## src/gpdd_pkg.sv

```systemverilog
// gpdd_pkg: shared widths, codes and the result record of the pixel delta decoder
// no dependencies; imported by gpdd_result_fifo and genesis_pixel_delta_decoder_top
package gpdd_pkg;

    localparam int DIM_W      = 13;
    localparam int PIX_W      = 16;
    localparam int BYTE_W     = 8;
    localparam int OP_W       = 2;
    localparam int CMODE_W    = 3;
    localparam int CFG_IDX_W  = 2;

    // result queue, depth is a power of two
    localparam int FIFO_DEPTH = 4;
    localparam int FIFO_PTR_W = 2;
    localparam int FIFO_CNT_W = 3;

    // item opcodes
    localparam logic [OP_W-1:0] OP_IMAGE_START = 2'd0;
    localparam logic [OP_W-1:0] OP_ROW_START   = 2'd1;
    localparam logic [OP_W-1:0] OP_DATA        = 2'd2;

    // register indexes
    localparam logic [CFG_IDX_W-1:0] REG_IMAGE_WIDTH      = 2'd0;
    localparam logic [CFG_IDX_W-1:0] REG_IMAGE_HEIGHT     = 2'd1;
    localparam logic [CFG_IDX_W-1:0] REG_COMPRESSION_MODE = 2'd2;

    // compression modes
    localparam logic [CMODE_W-1:0] CMODE_PACKED_RAW  = 3'd2;
    localparam logic [CMODE_W-1:0] CMODE_COMPRESSED  = 3'd3;
    localparam logic [CMODE_W-1:0] CMODE_PACKED_COMP = 3'd4;

    localparam int DIM_RESET = 512;

    // position inside a multi-byte code
    typedef enum logic [2:0] {
        PH_FIRST   = 3'b001,
        PH_SECOND  = 3'b010,
        PH_LITERAL = 3'b100
    } phase_t;

    typedef struct packed {
        logic [PIX_W-1:0] pixel_value;
        logic [DIM_W-1:0] repeat_count;
        logic             row_done;
        logic             image_done;
    } result_t;

endpackage

```

## src/gpdd_result_fifo.sv

```systemverilog
// gpdd_result_fifo: small result queue, takes up to two results a cycle, gives one
// depends on gpdd_pkg
module gpdd_result_fifo (
    input  logic                   clk,
    input  logic                   rst_n,
    input  logic [1:0]             push_count,
    input  gpdd_pkg::result_t [1:0] push_data,
    output logic                   room,
    output logic                   out_valid,
    input  logic                   out_ready,
    output gpdd_pkg::result_t      out_data
);
    import gpdd_pkg::*;

    result_t                mem_reg [FIFO_DEPTH];
    logic [FIFO_PTR_W-1:0]  wr_ptr_reg;
    logic [FIFO_PTR_W-1:0]  rd_ptr_reg;
    logic [FIFO_CNT_W-1:0]  count_reg;
    logic [FIFO_PTR_W-1:0]  wr_ptr_next;
    logic [FIFO_CNT_W-1:0]  count_next;
    logic                   pop;

    assign out_valid = (count_reg != '0);
    assign out_data  = mem_reg[rd_ptr_reg];
    assign pop       = out_valid && out_ready;
    // room for a worst-case item of two results
    assign room      = (count_reg <= FIFO_CNT_W'(FIFO_DEPTH - 2));

    assign wr_ptr_next = wr_ptr_reg + FIFO_PTR_W'(push_count);
    assign count_next  = count_reg + FIFO_CNT_W'(push_count) - FIFO_CNT_W'(pop);

    always_ff @(posedge clk)
    begin
        if (push_count != 2'd0)
        begin
            mem_reg[wr_ptr_reg] <= push_data[0];
        end
        if (push_count == 2'd2)
        begin
            mem_reg[wr_ptr_reg + FIFO_PTR_W'(1)] <= push_data[1];
        end
    end

    always_ff @(posedge clk or negedge rst_n)
    begin
        if (!rst_n)
        begin
            wr_ptr_reg <= '0;
            rd_ptr_reg <= '0;
            count_reg  <= '0;
        end
        else
        begin
            wr_ptr_reg <= wr_ptr_next;
            if (pop)
            begin
                rd_ptr_reg <= rd_ptr_reg + FIFO_PTR_W'(1);
            end
            count_reg <= count_next;
        end
    end

endmodule

```

## src/genesis_pixel_delta_decoder_top.sv

```systemverilog
// genesis_pixel_delta_decoder_top: row and delta decoder of 16-bit image pixels
// depends on gpdd_pkg and gpdd_result_fifo
//
//   channel   handshake                  payload
//   cfg       cfg_valid / cfg_ready      cfg_index, cfg_data
//   item      item_valid / item_ready    mode, row_left, row_span, data_byte
//   result    result_valid / result_ready pixel_value, repeat_count, row_done, image_done
//
// one item per cycle while item_ready is high: each beat is decoded in the cycle it is taken, its 0..2 results
// land in a 4-entry queue and leave it in order on the result port
// results leave at one per cycle while result_ready is high; item_ready is low while fewer than two queue
// entries are free, so the queue drain sets the rate on rows of runs
// cfg_ready is always high; reset clears all state at once, no clearing pass
module genesis_pixel_delta_decoder_top #(
    parameter int MAX_DIM = 4096
) (
    input  logic                             clk,
    input  logic                             rst_n,
    input  logic                             cfg_valid,
    output logic                             cfg_ready,
    input  logic [gpdd_pkg::CFG_IDX_W-1:0]   cfg_index,
    input  logic [gpdd_pkg::DIM_W-1:0]       cfg_data,
    input  logic                             item_valid,
    output logic                             item_ready,
    input  logic [gpdd_pkg::OP_W-1:0]        mode,
    input  logic [gpdd_pkg::DIM_W-1:0]       row_left,
    input  logic [gpdd_pkg::DIM_W-1:0]       row_span,
    input  logic [gpdd_pkg::BYTE_W-1:0]      data_byte,
    output logic                             result_valid,
    input  logic                             result_ready,
    output logic [gpdd_pkg::PIX_W-1:0]       pixel_value,
    output logic [gpdd_pkg::DIM_W-1:0]       repeat_count,
    output logic                             row_done,
    output logic                             image_done
);
    import gpdd_pkg::*;

    localparam int DIM_MAX_CODE = (1 << DIM_W) - 1;
    localparam int DIM_CAP      = (MAX_DIM > DIM_MAX_CODE) ? DIM_MAX_CODE : MAX_DIM;
    localparam logic [DIM_W-1:0] DIM_LIMIT = DIM_W'(DIM_CAP);
    localparam logic [DIM_W-1:0] DIM_RESET_EFF =
        DIM_W'((DIM_RESET > DIM_CAP) ? DIM_CAP : DIM_RESET);

    function automatic logic [DIM_W-1:0] clamp_dim(input logic [DIM_W-1:0] v);
        logic [DIM_W-1:0] r;
        r = v;
        if (v == '0)
        begin
            r = DIM_W'(1);
        end
        else if (v > DIM_LIMIT)
        begin
            r = DIM_LIMIT;
        end
        return r;
    endfunction

    // configuration, kept already clamped and decoded
    logic [DIM_W-1:0]   width_reg;
    logic [DIM_W-1:0]   height_reg;
    logic               packed_reg;
    logic               compressed_reg;

    // decoder state
    logic [PIX_W-1:0]   prev_pixel_reg, prev_pixel_next;
    phase_t             phase_reg, phase_next;
    logic [BYTE_W-1:0]  held_reg, held_next;
    logic [DIM_W-1:0]   col_pos_reg, col_pos_next;
    logic [DIM_W-1:0]   col_end_reg, col_end_next;
    logic [DIM_W-1:0]   row_index_reg, row_index_next;
    logic               row_open_reg, row_open_next;

    logic               item_fire;
    logic               cfg_fire;
    logic [CMODE_W-1:0] cfg_cmode;

    result_t [1:0]      res;
    logic [1:0]         res_count;
    logic [1:0]         push_count;
    logic               closing;
    logic               row_last;
    logic               have_pix;
    logic [PIX_W-1:0]   pix;
    logic [PIX_W-1:0]   delta7;
    logic [PIX_W-1:0]   delta14;
    logic [PIX_W-1:0]   literal_word;
    logic [DIM_W-1:0]   start_col;
    logic [DIM_W-1:0]   end_col;
    logic [DIM_W:0]     end_sum;
    logic               left_run;
    logic [DIM_W-1:0]   col_pos_inc;
    logic               fifo_room;
    result_t            out_data;

    assign cfg_ready  = 1'b1;
    assign cfg_fire   = cfg_valid && cfg_ready;
    assign cfg_cmode  = cfg_data[CMODE_W-1:0];
    assign item_ready = fifo_room;
    assign item_fire  = item_valid && item_ready;

    assign delta7       = {{(PIX_W - 7){data_byte[6]}}, data_byte[6:0]};
    assign delta14      = {{3{held_reg[5]}}, held_reg[4:0], data_byte};
    assign literal_word = {held_reg, data_byte};
    assign row_last     = ({1'b0, row_index_reg} + (DIM_W + 1)'(1)) >= {1'b0, height_reg};

    always_comb
    begin
        res             = '0;
        res_count       = 2'd0;
        closing         = 1'b0;
        have_pix        = 1'b0;
        pix             = '0;
        start_col       = '0;
        end_col         = width_reg;
        end_sum         = '0;
        left_run        = 1'b0;
        col_pos_inc     = col_pos_reg + DIM_W'(1);
        prev_pixel_next = prev_pixel_reg;
        phase_next      = phase_reg;
        held_next       = held_reg;
        col_pos_next    = col_pos_reg;
        col_end_next    = col_end_reg;
        row_index_next  = row_index_reg;
        row_open_next   = row_open_reg;

        case (mode)
            OP_IMAGE_START:
            begin
                prev_pixel_next = '0;
                row_index_next  = '0;
                phase_next      = PH_FIRST;
                row_open_next   = 1'b0;
            end
            OP_ROW_START:
            begin
                if (packed_reg)
                begin
                    start_col = (row_left < width_reg) ? row_left : width_reg;
                    end_sum   = {1'b0, start_col} + {1'b0, row_span};
                    end_col   = (end_sum > {1'b0, width_reg}) ? width_reg
                                                              : end_sum[DIM_W-1:0];
                end
                phase_next    = PH_FIRST;
                col_pos_next  = start_col;
                col_end_next  = end_col;
                row_open_next = 1'b1;
                left_run      = (start_col != '0);
                closing       = (start_col >= end_col);
                if (left_run)
                begin
                    res[0].repeat_count = start_col;
                    res_count           = 2'd1;
                end
                // empty stored span: right padding closes the row at once
                if (closing && (end_col < width_reg))
                begin
                    res[left_run].repeat_count = width_reg - end_col;
                    res_count                  = res_count + 2'd1;
                end
            end
            OP_DATA:
            begin
                if (row_open_reg)
                begin
                    if (compressed_reg)
                    begin
                        case (phase_reg)
                            PH_FIRST:
                            begin
                                if (data_byte[7])
                                begin
                                    held_next  = data_byte;
                                    phase_next = PH_SECOND;
                                end
                                else
                                begin
                                    pix      = prev_pixel_reg + delta7;
                                    have_pix = 1'b1;
                                end
                            end
                            PH_SECOND:
                            begin
                                if (held_reg[6])
                                begin
                                    held_next  = data_byte;
                                    phase_next = PH_LITERAL;
                                end
                                else
                                begin
                                    pix        = prev_pixel_reg + delta14;
                                    have_pix   = 1'b1;
                                    phase_next = PH_FIRST;
                                end
                            end
                            default:
                            begin
                                pix        = literal_word;
                                have_pix   = 1'b1;
                                phase_next = PH_FIRST;
                            end
                        endcase
                    end
                    else if (phase_reg == PH_FIRST)
                    begin
                        held_next  = data_byte;
                        phase_next = PH_SECOND;
                    end
                    else
                    begin
                        pix        = literal_word;
                        have_pix   = 1'b1;
                        phase_next = PH_FIRST;
                    end

                    if (have_pix)
                    begin
                        if (compressed_reg)
                        begin
                            prev_pixel_next = pix;
                        end
                        res[0].pixel_value  = pix;
                        res[0].repeat_count = DIM_W'(1);
                        res_count           = 2'd1;
                        col_pos_next        = col_pos_inc;
                        closing             = (col_pos_inc >= col_end_reg);
                        if (closing && (col_end_reg < width_reg))
                        begin
                            res[1].repeat_count = width_reg - col_end_reg;
                            res_count           = 2'd2;
                        end
                    end
                end
            end
            default:
            begin
            end
        endcase

        if (closing)
        begin
            if (res_count != 2'd0)
            begin
                res[res_count[1]].row_done   = 1'b1;
                res[res_count[1]].image_done = row_last;
            end
            row_index_next = row_last ? '0 : (row_index_reg + DIM_W'(1));
            row_open_next  = 1'b0;
            phase_next     = PH_FIRST;
        end
    end

    assign push_count = item_fire ? res_count : 2'd0;

    always_ff @(posedge clk or negedge rst_n)
    begin
        if (!rst_n)
        begin
            width_reg      <= DIM_RESET_EFF;
            height_reg     <= DIM_RESET_EFF;
            packed_reg     <= 1'b0;
            compressed_reg <= 1'b0;
            prev_pixel_reg <= '0;
            phase_reg      <= PH_FIRST;
            held_reg       <= '0;
            col_pos_reg    <= '0;
            col_end_reg    <= '0;
            row_index_reg  <= '0;
            row_open_reg   <= 1'b0;
        end
        else
        begin
            if (cfg_fire)
            begin
                case (cfg_index)
                    REG_IMAGE_WIDTH:
                    begin
                        width_reg <= clamp_dim(cfg_data);
                    end
                    REG_IMAGE_HEIGHT:
                    begin
                        height_reg <= clamp_dim(cfg_data);
                    end
                    REG_COMPRESSION_MODE:
                    begin
                        packed_reg     <= (cfg_cmode == CMODE_PACKED_RAW) ||
                                          (cfg_cmode == CMODE_PACKED_COMP);
                        compressed_reg <= (cfg_cmode == CMODE_COMPRESSED) ||
                                          (cfg_cmode == CMODE_PACKED_COMP);
                    end
                    default:
                    begin
                    end
                endcase
            end
            if (item_fire)
            begin
                prev_pixel_reg <= prev_pixel_next;
                phase_reg      <= phase_next;
                held_reg       <= held_next;
                col_pos_reg    <= col_pos_next;
                col_end_reg    <= col_end_next;
                row_index_reg  <= row_index_next;
                row_open_reg   <= row_open_next;
            end
        end
    end

    gpdd_result_fifo u_result_fifo (
        .clk        (clk),
        .rst_n      (rst_n),
        .push_count (push_count),
        .push_data  (res),
        .room       (fifo_room),
        .out_valid  (result_valid),
        .out_ready  (result_ready),
        .out_data   (out_data)
    );

    assign pixel_value  = out_data.pixel_value;
    assign repeat_count = out_data.repeat_count;
    assign row_done     = out_data.row_done;
    assign image_done   = out_data.image_done;

    // the last result of an image is also the last of its row
    assert property (@(posedge clk) disable iff (!rst_n)
        result_valid && image_done |-> row_done)
        else $error("image_done without row_done");

    // runs and pixels are never empty
    assert property (@(posedge clk) disable iff (!rst_n)
        result_valid |-> (repeat_count != '0))
        else $error("zero repeat count");

    // image start restarts the row counter and the predictor
    assert property (@(posedge clk) disable iff (!rst_n)
        item_fire && (mode == OP_IMAGE_START) |=>
            (row_index_reg == '0) && (prev_pixel_reg == '0) && !row_open_reg)
        else $error("image start did not clear state");

    // closing a row always leaves no row open
    assert property (@(posedge clk) disable iff (!rst_n)
        item_fire && closing |=> !row_open_reg && (phase_reg == PH_FIRST))
        else $error("row still open after close");

endmodule
```

## config.mk

```make
export PLATFORM = sky130hd
export DESIGN_NAME = genesis_pixel_delta_decoder_top
export DESIGN_NICKNAME = d
export VERILOG_FILES = /design/src/gpdd_pkg.sv /design/src/gpdd_result_fifo.sv /design/src/genesis_pixel_delta_decoder_top.sv
export SDC_FILE = /design/constraint.sdc
export NUM_CORES = 1
export LEC_CHECK = 0
export BUFFER_PORTS_ARGS = -buffer_cell sky130_fd_sc_hd__buf_2
export CAP_MARGIN = 20
export CORE_MARGIN = 3
export CORE_UTILIZATION = 30
export DETAILED_ROUTE_END_ITERATION = 8
export PLACE_DENSITY = 0.52
export SETUP_SLACK_MARGIN = 0.2
export SYNTH_ARGS = -nofsm -noshare
export SYNTH_HDL_FRONTEND = slang
export SYNTH_HIERARCHICAL = 1
export SYNTH_SLANG_ARGS = --single-unit
```

## constraint.sdc

```tcl
create_clock -name clk -period 15.8 [get_ports clk]
set_clock_uncertainty 0.15 [all_clocks]
set_input_delay 0.79 -clock clk [delete_from_list [all_inputs] [get_ports clk]]
set_output_delay 0.79 -clock clk [all_outputs]
set_load 0.1 [all_outputs]
```

Yosys cells after proc, flatten, opt, wreduce, memory -nomap -nowiden

Memories as Yosys holds them, arrays and structs flattened.
Index checks and enable logic that the tools add are counted.

Memories: 1
Flip-flop bits (word level): 102
Bits of input ports: 56
RAM bits: 124

Order comparisons: 13
Add/subtract/negate cells: 14
Reductions and logical operators: 34
Muxes and demuxes: 84
Equal/unequal tests: 17

Memories:

| memory                | depth | bits a word | read ports | clocked after Yosys merged registers in | write ports | RTL line               | source |
|---|---|---|---|---|---|---|---|
| u_result_fifo.mem_reg | 4     | 31          | 1          | 0                                       | 2           | gpdd_result_fifo.sv:15 | `result_t mem_reg [FIFO_DEPTH];` |

Operators with widths:

| cell                  | number |
|---|---|
| $mux 13               | 18 |
| $bwmux 62             | 3 |
| $mux 62               | 3 |
| $mux 16               | 8 |
| $demux 31 s1          | 3 |
| $pmux 16 s2           | 2 |
| $mux 29               | 2 |
| $pmux 29 s2           | 1 |
| $pmux 13 s2           | 2 |
| $lt 13x13->1          | 3 |
| $add 16x16->16        | 2 |
| $mux 8                | 4 |
| $add 13x1->13 const B | 2 |
| $ge 13x13->1          | 2 |
| $sub 13x13->13        | 2 |
| $mux 2                | 10 |
| $pmux 8 s2            | 1 |
| $mux 1                | 15 |
| $mux 15               | 1 |
| $mux 3                | 5 |
| $add 13x1->14 const B | 1 |
| $add 13x13->14        | 1 |
| $ge 14x13->1          | 1 |
| $gt 14x13->1          | 1 |
| other kinds (32)      | 69 |

Logic depth before layout (Yosys ltp)

Gate-level depths: netlist of run 1.

Depth after elaboration: 19
Gate-level depth with buffers: 54
Depth with buffers taken out: 49

Modules after synthesis

Netlist of run 1, hierarchy kept.

By module, submodules not included:

| module                          | instances | cells an instance | area each (um2) | sequential area each (um2) |
|---|---|---|---|---|
| genesis_pixel_delta_decoder_top | 1         | 1364              | 10546.4         | 2381.0 |
| gpdd_result_fifo                | 1         | 344               | 6553.8          | 3898.7 |

Worst setup path before layout of run 1

OpenSTA, ideal clock, no wires.

Path kind: input-to-reg
From: input row_left[2] in the netlist's numbering
To: memory u_result_fifo/mem_reg[2][0] in the netlist's numbering, enable pin
Stages: 46
Library setup time: 0.429 ns
Arrival: 10.398 ns
Setup slack: 4.822 ns
Path through: ha_1 > a211o_1 > a31oi_1 > o21ai_1 > nor2_1 > clkbuf_1 > clkbuf_1 > a21o_1 > inv_1 > fa_1 > nor2b_1 > o2111ai_1 > nand4b_1 > and3_1 > o21a_1 > nor2_1 > o21bai_1 > a21oi_1 > [10 not listed] > o21ai_0 > ha_1 > inv_1 > maj3_1 > a21oi_1 > a21oi_1 > nand3_1 > nand2b_1 > o311ai_1 > o311ai_2 > o21ai_2 > nor2_1 > ha_1 > nand2_1 > a21oi_1 > buf_4 > or3b_2 > a21oi_1

RTL lines:

| element     | RTL line                              | source |
|---|---|---|
| from (decl) | genesis_pixel_delta_decoder_top.sv:26 | `input logic [gpdd_pkg::DIM_W-1:0] row_left,` |
| to (decl)   | gpdd_result_fifo.sv:15                |  |

==> results.cfg, run 1 <==
[status]
outcome = finished, final reports clean

[synth]
synth_cells = 1708
yosys.area_share.simple = 0.142
syn_avg_cell_area_um2 = 10.0
netlist_top_cells_area = edfxtp_1 22%, dfrtp_1 14%, ha_1 9.1%, mux2_2 5.9%, mux4_2 4.1%
syn_area_um2 = 17100
synth_top_family_by_area = compound AO/OA/AOI/OAI gates
synth-edff-count = 124
synth_mux_area_frac = 0.135
ys_seq_area_frac = 0.367
synth.distinct_cells = 99
synth_warnings = 6
synth.top_cell.area_share = 0.218
synth_compound_area_frac = 0.173
synthFlopType = edfxtp_1
synth-xor-area-share = 0.0410
yosys.area_share.adder = 0.0978
synthArstFlopShare = 0.451
yosysTopAreaCell = edfxtp_1
synth_seq_cells = 226

[timing]
fmaxAchievable_ghz = 0.0875
rsz0062_at_grt = false
period_share = 0.724
setup_tns_ns = 0
slew_headroom = 0.296
setup_violations = 0
final_max_slew_viol_count = 0
hold_ws_ns = 0.154
tightestPinTransition_ns = 1.05
hold_violations = 0
fin_crit_ns = 11.43

[die]
die_height_um = 245
core_um2 = 55700
io_pins = 90
die_width_um = 245
rows = 86
die_area_um2 = 59900
initial_core_util = 0.307

[critical_path]
crit_path_max_fanout = 32
critPathCaptureType = flop
crit_required_ns = 15.82
path_class = flop to flop
crit_path_max_incr_delay_ns = 0.88
slowest_stage = nor2b_4
crit_buf_inv = 5
cp.arrival_ns = 11.46
ff2ff_path_depth = 45
crit_cells = 45
cpLargestDelayFamily = compound AO/OA/AOI/OAI gates
critPathLaunchType = flop

[clocking]
clock-sinks = 226
cts_max_level = 1
cts_tree = yes
clockBufferDepth = 3
clk_latency_ns = 0.57
clkTransAtPathRegs_ns = 0.06
post_cts_buffers = 0
root_buffer = clkbuf_16
cts_resized = 0
cts-buffers-inserted = 27
hold_buffers = 0

[power_and_ir_drop]
p_int_mw = 1.55
power.share.clock = 0.206
combPwrFrac = 0.533
ir_drop_mv = 0.125
p_per_area_nw_per_um2 = 152
swShare = 0.474
netSwitchingPower_mw = 1.40
p_total_mw = 2.95
seqPwrFrac = 0.261
leakage_nw = 8.22

[placed_design]
dpl.hpwl_um = 38900
portBuffers = 88
placed_area_um2 = 18500
place.gp.congestion = 0.917
dp_cells = 2546

[global_route]
grt_usage = 0.170
antenna_found_initial = 3
gr-total-overflow = 0
grt_max_degree = 59
grt_pass1_vias = 13400
grt_pass1_wl_um = 79900

[routing]
wire_per_inst_um = 20.1
drt_iter0_markers = 1077
routed_wl_um = 52100
routed-via-count = 13600
first_pass_iters = 5
vias_per_cell = 5.25
drt.antenna.violating_nets = 0
drc = 0

[flow_run]
cap_violations = 0

[worst_hold_path]
hp-class = input pin to asynchronous set/reset pin

[final_layout]
stdcell_area_um2 = 19400
fin_nets = 2012
area_delta_synth_final_pct = 13.2
final_cells = 2597
largest_register_ffs = 124
layout-drive-gt1-share = 0.187
==> layout make-up <==
type,count,area [µm²]
diodes,2,5.00
clock buffers,36,749
clock inverters,12,93.8
fillers,5760,36400
inverters,96,360
multi-input cells,1372,10400
flip-flops and latches,226,6280
well taps,748,936
repair buffers,105,574
==> kinds of logic (layout without fill, tap and decap cells) <==
kind of cell / after synthesis / count (layout)
AOI/OAI and AO/OA: 445 / 445
muxes: 165 / 165
xor gates and xnor gates: 77 / 77
DFF: 226 / 226
and+or+nand+nor: 488 / 488
adders and majority gates: 132 / 132
other: 2 / 67
buffers and inverters: 173 / 249
==> routing by layer <==
layer  GRT usage  share of wire  wire length, µm  vias up
met4      0.0425          0.026             1350        2
met1       0.243           0.46            24200     6602
met3      0.0232          0.059             3090       84
met5           0        0.00025               13        -
met2       0.271           0.45            23500      384
li1            -              -                -     6571
==> worst register-to-register path: cells and delay by family (launching register included) <==
| kind | cells | cell delay [ns] |
|---|---|---|
| AOI/OAI and AO/OA | 17 | 3.46 |
| xor gates and xnor gates | 1 | 0.21 |
| adders and majority gates | 7 | 2.32 |
| buffers and inverters | 5 | 0.92 |
| DFF | 1 | 0.63 |
| muxes | 1 | 0.33 |
| and+or+nand+nor | 14 | 3.03 |
==> stage by stage <==
| step | util | setup slack (ns) |
|---|---|---|
| finish | 0.347 | 4.37 |
| global route | 0.347 | 3.25 |
| CTS | 0.347 | 3.96 |
| floorplan | - | 4.82 |
| global placement | 0.332 | 4.24 |
| detailed placement | 0.332 | 3.95 |
==> worst paths after layout <==
path	slack, ns	startpoint	end
setup / recovery	4.37	width_reg[7]$_DFFE_PN0P_	u_result_fifo/mem_reg[3][19]$_DFFE_PP_
hold / removal	0.15	rst_n	held_reg[4]$_DFFE_PN0P_
setup reg to reg	4.37	width_reg[7]$_DFFE_PN0P_	u_result_fifo/mem_reg[3][19]$_DFFE_PP_
hold reg to reg	0.33	height_reg[4]$_DFFE_PN0P_	height_reg[4]$_DFFE_PN0P_
max in group asynchronous	14.12	rst_n	row_index_reg[10]$_DFFE_PN0P_
min in group clk	0.30	cfg_data[0]	packed_reg$_DFFE_PN0P_
==> power by group through the flow <==
stage               clock [mW]  combinational, mW  sequential, mW
global route             0.648               1.71           0.780
finish                   0.607               1.57           0.770
detailed placement           0               1.56           0.779
floorplan                    0               1.21           0.748
CTS                      0.627               1.57           0.769
global placement             0               1.56           0.778
==> Yosys cell counts, types with 30 or more instances <==
| library cell | count |
|---|---|
| nand3_1 | 58 |
| o21ai_0 | 108 |
| edfxtp_1 | 124 |
| nand2_1 | 154 |
| mux4_2 | 31 |
| clkbuf_1 | 45 |
| dfrtp_1 | 99 |
| ha_1 | 124 |
| a21oi_1 | 111 |
| mux2_2 | 90 |
| xnor2_1 | 50 |
| a21o_1 | 36 |
| mux2_4 | 30 |
| nor2_1 | 96 |
| inv_1 | 93 |
==> cell usage in the layout, fill, tap and decap left out, types with 36 or more instances in the layout <==
cell,n
nand2_1,154
o21ai_0,108
ha_1,124
a21o_1,36
xnor2_1,50
dfrtp_1,98
inv_1,93
nor2_1,94
nand3_1,58
conb_1,65
edfxtp_1,124
mux2_2,90
buf_2,87
a21oi_1,109
(Power assumes the default switching activity.)
==> run 2, diff against run 1 <==
- PLACE_DENSITY: 0.52 -> 0.54
- clock period: 15.8 -> 10.4 ns (I/O delays scaled with it)
==> run 2 against run 1 <==
Compared with the run above: sequential power is 51% higher; first-iteration DRC count decreased by 3.2%; non-clock buffer count up 36; cell count up 1.5%; utilization rose by 0.96 points; critical endpoint is now u_result_fifo/mem_reg[0][14]$_DFFE_PP_; combinational power increased by 57%; wire length increased by 0.87%; total power is 57% higher; final area increased by 2.8%; worst setup slack lost 3.6 ns; clock power up 66%; worst hold slack lost 0.11 ns.
==> results.cfg, run 2 (synthesis results as in run 1) <==
[timing]
hold_violations = 0
fmaxAchievable_ghz = 0.104
setup_violations = 0
period_share = 0.924
final_max_slew_viol_count = 0
rsz0062_at_grt = false
setup_tns_ns = 0
tightestPinTransition_ns = 0.981
slew_headroom = 0.344
fin_crit_ns = 9.61

[critical_path]
r2r_start = width_reg[9]$_DFFE_PN1P_
critPathLaunchType = flop
path_class = flop to flop
crit_path_max_fanout = 5
crit_required_ns = 10.56
crit_path_max_incr_delay_ns = 0.53
ff2ff_path_depth = 42
critPathCaptureType = flop
cp.arrival_ns = 9.77
r2r_end = u_result_fifo/mem_reg[0][14]$_DFFE_PP_
slowest_stage = dfstp_2
r2r_slack_ns = 0.79
cpMostUsedCell = ha_1

[worst_hold_path]
hp-class = input pin to flop
hold_start = cfg_data[0]
hold_end = packed_reg$_DFFE_PN0P_
holdPathStages = 2

[global_route]
busiest_layer = met2
grt_util_met2 = 0.278
met3_usage = 0.0248
grt_util_met1 = 0.242
grt_pass1_wl_um = 81100
grt_max_degree = 61
gr-total-overflow = 0
antenna_found_initial = 3
grt_usage = 0.172
grt_pass1_vias = 13800

[power_and_ir_drop]
p_total_mw = 4.63
leakage_nw = 8.46
p_per_area_nw_per_um2 = 233
ir_drop_mv = 0.131

[clocking]
clk_latency_ns = 0.56
cts-buffers-inserted = 27
root_buffer = clkbuf_16
cts_max_level = 1
clockBufferDepth = 3
clkTransAtPathRegs_ns = 0.06
clock-sinks = 226
cts_tree = yes

[die]
io_pins = 90
rows = 86
initial_core_util = 0.307
core_um2 = 55700
die_width_um = 245
die_height_um = 245
die_area_um2 = 59900

[final_layout]
layout-drive-gt1-share = 0.212
largest_register_ffs = 124
fillerInstances = 5694
area_delta_synth_final_pct = 16.3
layout_common_cells = 154 x nand2_1, 124 x ha_1, 124 x edfxtp_1
fin_nets = 2048
stdcell_area_um2 = 19900
layout_commonest_cell = nand2_1

[placed_design]
portBuffers = 88
dpl.hpwl_um = 39300
place.gp.congestion = 0.921
placed_area_um2 = 18800

[routing]
wire_per_inst_um = 20.0
vias_per_cell = 5.25
routed-via-count = 13800
drt_iter0_markers = 1042
routed_wl_um = 52600
drt.antenna.violating_nets = 0
drc = 0
first_pass_iters = 6

[flow_run]
cap_violations = 0

[status]
outcome = finished, final reports clean
-- run 2: cell types whose count changed in the layout (fill, tap and decap cells not counted), moves of 2 or more --
cell / previous run / this run
buf_4: 17 / 45
bufinv_16: 1 / 3
clkinv_1: 6 / 1
clkinv_2: 5 / 1
and4bb_1: 2 / 0
buf_12: 0 / 5
nor2_1: 94 / 92
clkbuf_8: 4 / 8
clkinvlp_4: 0 / 3
inv_1: 93 / 91
nor2_4: 1 / 3
-- run 2: through the flow --
| step | utilization | instances | hold slack [ns] | worst slack, ns |
|---|---|---|---|---|
| after floorplan | - | 1771 | 0.0744 | 0.471 |
| after global placement | 0.337 | 2577 | 0.315 | 0.575 |
| after detailed placement | 0.337 | 2579 | 0.319 | 0.343 |
| after CTS | 0.355 | 2629 | 0.0218 | 0.445 |
| after global routing | 0.357 | 2632 | 0.0599 | 0.194 |
| final | 0.357 | 2635 | 0.0448 | 0.787 |
-- run 2: final cells by class --
type / instances / area (µm²) / area share
Multi-Input combinational cell: 1372 / 10400 / 0.524
Sequential cell: 226 / 6280 / 0.316
Clock buffer: 41 / 808 / 0.0406
Antenna cell: 3 / 7.51 / 0.000377
Timing Repair Buffer: 141 / 931 / 0.0468
Clock inverter: 8 / 139 / 0.00698
Inverter: 96 / 364 / 0.0183
Tap cell: 748 / 936 / 0.0471
-- run 2: critical path, delay by kind of cell (launching register included) --
kind                     cells  cell delay (ns)
AO/OA/AOI/OAI               15             3.15
AND/OR/NAND/NOR             13             2.27
adder cells (fa/ha/maj)      7             2.08
flip-flops                   1             0.53
XOR/XNOR                     2             0.53
buffers and inverters        4             0.32
multiplexers                 1             0.30
-- run 2: worst max path at each step --
| stage | startpoint | to | slack, ns | cells after the start |
|---|---|---|---|---|
| CTS | width_reg[6]$_DFFE_PN0P_ | u_result_fifo/mem_reg[2][8]$_DFFE_PP_ | 0.44 | 42 |
| global placement | row_left[2] | u_result_fifo/mem_reg[3][9]$_DFFE_PP_ | 0.57 | 42 |
| floorplan | width_reg[2]$_DFFE_PN0P_ | u_result_fifo/mem_reg[3][0]$_DFFE_PP_ | 0.47 | 48 |
| global route | width_reg[5]$_DFFE_PN0P_ | u_result_fifo/mem_reg[1][14]$_DFFE_PP_ | 0.19 | 42 |
| detailed placement | row_left[2] | u_result_fifo/mem_reg[2][8]$_DFFE_PP_ | 0.34 | 42 |
| finish | width_reg[9]$_DFFE_PN1P_ | u_result_fifo/mem_reg[0][14]$_DFFE_PP_ | 0.79 | 42 |
-- run 2: what timing repair did --
action                                  in CTS  in global routing
buffers inserted                             0                  2
resized for setup                            0                 19
endpoints found under the setup margin       0                245
endpoints found under the hold margin       41                  0
hold buffers                                 1                  0
-- run 2: layer usage --
| metal | vias up | wire, µm |
|---|---|---|
| met5 | - | 0 |
| met4 | 0 | 1550 |
| met3 | 86 | 2610 |
| met2 | 350 | 23800 |
| met1 | 6765 | 24600 |
| li1 | 6630 | - |
-- run 2: report_power, final --
part	internal [mW]	switching, mW
Sequential	1.05	0.101
Combinational	0.813	1.65
Clock	0.612	0.395
==> run 3, diff against run 2 <==
- BUFFER_PORTS_ARGS: -buffer_cell sky130_fd_sc_hd__buf_2 -> not set
- DONT_BUFFER_PORTS: not set -> 1
- PLACE_DENSITY: 0.54 -> 0.52
==> run 3 against run 2 <==
Compared with the run above: combinational power shrank 2%; non-clock buffer count is 67 lower; final area fell by 1.6%; first-iteration DRC count up 4.1%; sequential share of layout area is 0.51 points higher; via count decreased by 1.5%; worst setup slack worse by 0.060 ns; sequential power is essentially flat; wire length decreased by 0.13%; worst hold slack got worse by 0.00050 ns; maximum frequency shrank 0.62%; critical path depth unchanged; critical path type unchanged; critical endpoint is now u_result_fifo/mem_reg[2][8]$_DFFE_PP_; largest cell class unchanged; largest power group unchanged; highest routed layer unchanged.
==> results.cfg, run 3 (synthesis results as in run 1) <==
[clocking]
root_buffer = clkbuf_16
clkTransAtPathRegs_ns = 0.06
clock-sinks = 226
cts-buffers-inserted = 27
cts_tree = yes
clockBufferDepth = 3
clk_latency_ns = 0.57
cts_max_level = 1

[status]
outcome = finished, final reports clean

[power_and_ir_drop]
leakage_nw = 8.16
ir_drop_mv = 0.117
p_total_mw = 4.52
p_per_area_nw_per_um2 = 231

[final_layout]
layout_commonest_cell = nand2_1
fillerInstances = 5742
layout_common_cells = 154 x nand2_1, 124 x edfxtp_1, 123 x ha_1
final_core_util = 0.351
layout-drive-gt1-share = 0.175
fin_nets = 1981
area_delta_synth_final_pct = 14.5
largest_register_ffs = 124
seq_area_um2 = 6280
multi_input_area_um2 = 10400

[critical_path]
critPathLaunchType = flop
critPathCaptureType = flop
r2r_end = u_result_fifo/mem_reg[2][8]$_DFFE_PP_
ff2ff_path_depth = 42
r2r_start = width_reg[9]$_DFFE_PN1P_
r2r_slack_ns = 0.73
crit_path_max_fanout = 23
crit_path_max_incr_delay_ns = 0.53
crit_buf_inv = 4
cpMostUsedCell = ha_1
cp.arrival_ns = 9.83
path_class = flop to flop
slowest_stage = dfstp_2
cpLargestDelayFamily = compound AO/OA/AOI/OAI gates
crit_required_ns = 10.56

[die]
die_area_um2 = 59900
rows = 86
core_um2 = 55700
io_pins = 90
initial_core_util = 0.307
die_height_um = 245
die_width_um = 245

[placed_design]
place.gp.congestion = 0.902
dpl.hpwl_um = 39100
portBuffers = 0

[timing]
slew_headroom = 0.351
hold_violations = 0
fmaxAchievable_ghz = 0.103
period_share = 0.930
setup_tns_ns = 0
tightestPinTransition_ns = 0.976
setup_violations = 0
fin_crit_ns = 9.67
final_max_slew_viol_count = 0
rsz0062_at_grt = true

[worst_hold_path]
hp-class = input pin to flop
hold_start = cfg_data[5]
hold_end = width_reg[5]$_DFFE_PN0P_
holdPathStages = 2

[flow_run]
cap_violations = 0

[global_route]
grt_max_degree = 103
grt_usage = 0.170
grt_pass1_wl_um = 79400
grt_pass1_vias = 13400
antenna_found_initial = 1
gr-total-overflow = 0

[routing]
drt.antenna.violating_nets = 0
drc = 0
routed_wl_um = 52500
vias_per_cell = 5.31
drt_iter0_markers = 1085
first_pass_iters = 5
routed-via-count = 13600
wire_per_inst_um = 20.5
[run 3: cell types whose count changed in the layout (fill, tap and decap cells not counted), sizes merged]
cell         previous run  this run
bufinv                  3         2
clkbuf                 42        37
clkinvlp                3         4
dlygate4sd3             1        13
buf                   139        60
diode                   3         2
clkinv                  2         6
[run 3: per-stage QoR]
step | setup WS [ns] | cells | hold slack [ns] | instance area (µm²)
2_1_floorplan | 0.471 | 1771 | 0.0744 | 17400
3_3_place_gp | 0.661 | 2489 | 0.0787 | 18400
3_5_place_dp | 0.332 | 2490 | 0.0791 | 18400
4_1_cts | 0.319 | 2552 | 0.0142 | 19400
5_1_grt | 0.0193 | 2565 | 0.0314 | 19600
6_report | 0.727 | 2566 | 0.0443 | 19600
[run 3: routing by layer]
metal  wire length [µm]  vias up  track usage  part of all wire
li1                   -     6489            -                 -
met1              24000     6697        0.237              0.46
met2              24100      367        0.275              0.46
met3               2990       72       0.0262             0.057
met4               1410        0       0.0436             0.027
met5                  0        -            0                 0
[run 3: worst max-delay path by stage]
stage                                             endpoint  slack, ns  depth (start not counted)                      from
floorplan            u_result_fifo/mem_reg[3][0]$_DFFE_PP_       0.47                         48  width_reg[2]$_DFFE_PN0P_
global placement    u_result_fifo/mem_reg[1][30]$_DFFE_PP_       0.66                         37  width_reg[7]$_DFFE_PN0P_
detailed placement  u_result_fifo/mem_reg[1][30]$_DFFE_PP_       0.33                         43  width_reg[7]$_DFFE_PN0P_
CTS                 u_result_fifo/mem_reg[1][30]$_DFFE_PP_       0.32                         43  width_reg[7]$_DFFE_PN0P_
global route        u_result_fifo/mem_reg[1][12]$_DFFE_PP_       0.02                         46  width_reg[9]$_DFFE_PN1P_
finish               u_result_fifo/mem_reg[2][8]$_DFFE_PP_       0.73                         42  width_reg[9]$_DFFE_PN1P_
[run 3: area by class of cell]
class / instances / area share
Inverter: 96 / 0.0186
Tap cell: 748 / 0.0478
Clock inverter: 12 / 0.00678
Timing Repair Buffer: 74 / 0.0353
Antenna cell: 2 / 0.000256
Clock buffer: 36 / 0.0373
Multi-Input combinational cell: 1372 / 0.533
Sequential cell: 226 / 0.321
[run 3: what timing repair did]
action	CTS	global route
hold buffers	14	0
endpoints found under the hold margin	117	0
setup endpoints to repair	0	251
gates resized for setup	0	23
buffers inserted	0	9
[run 3: report_power, final]
| group | switching [mW] | internal, mW |
|---|---|---|
| clock | 0.395 | 0.544 |
| combinational | 1.63 | 0.791 |
| sequential | 0.106 | 1.05 |
| total | 2.13 | 2.39 |
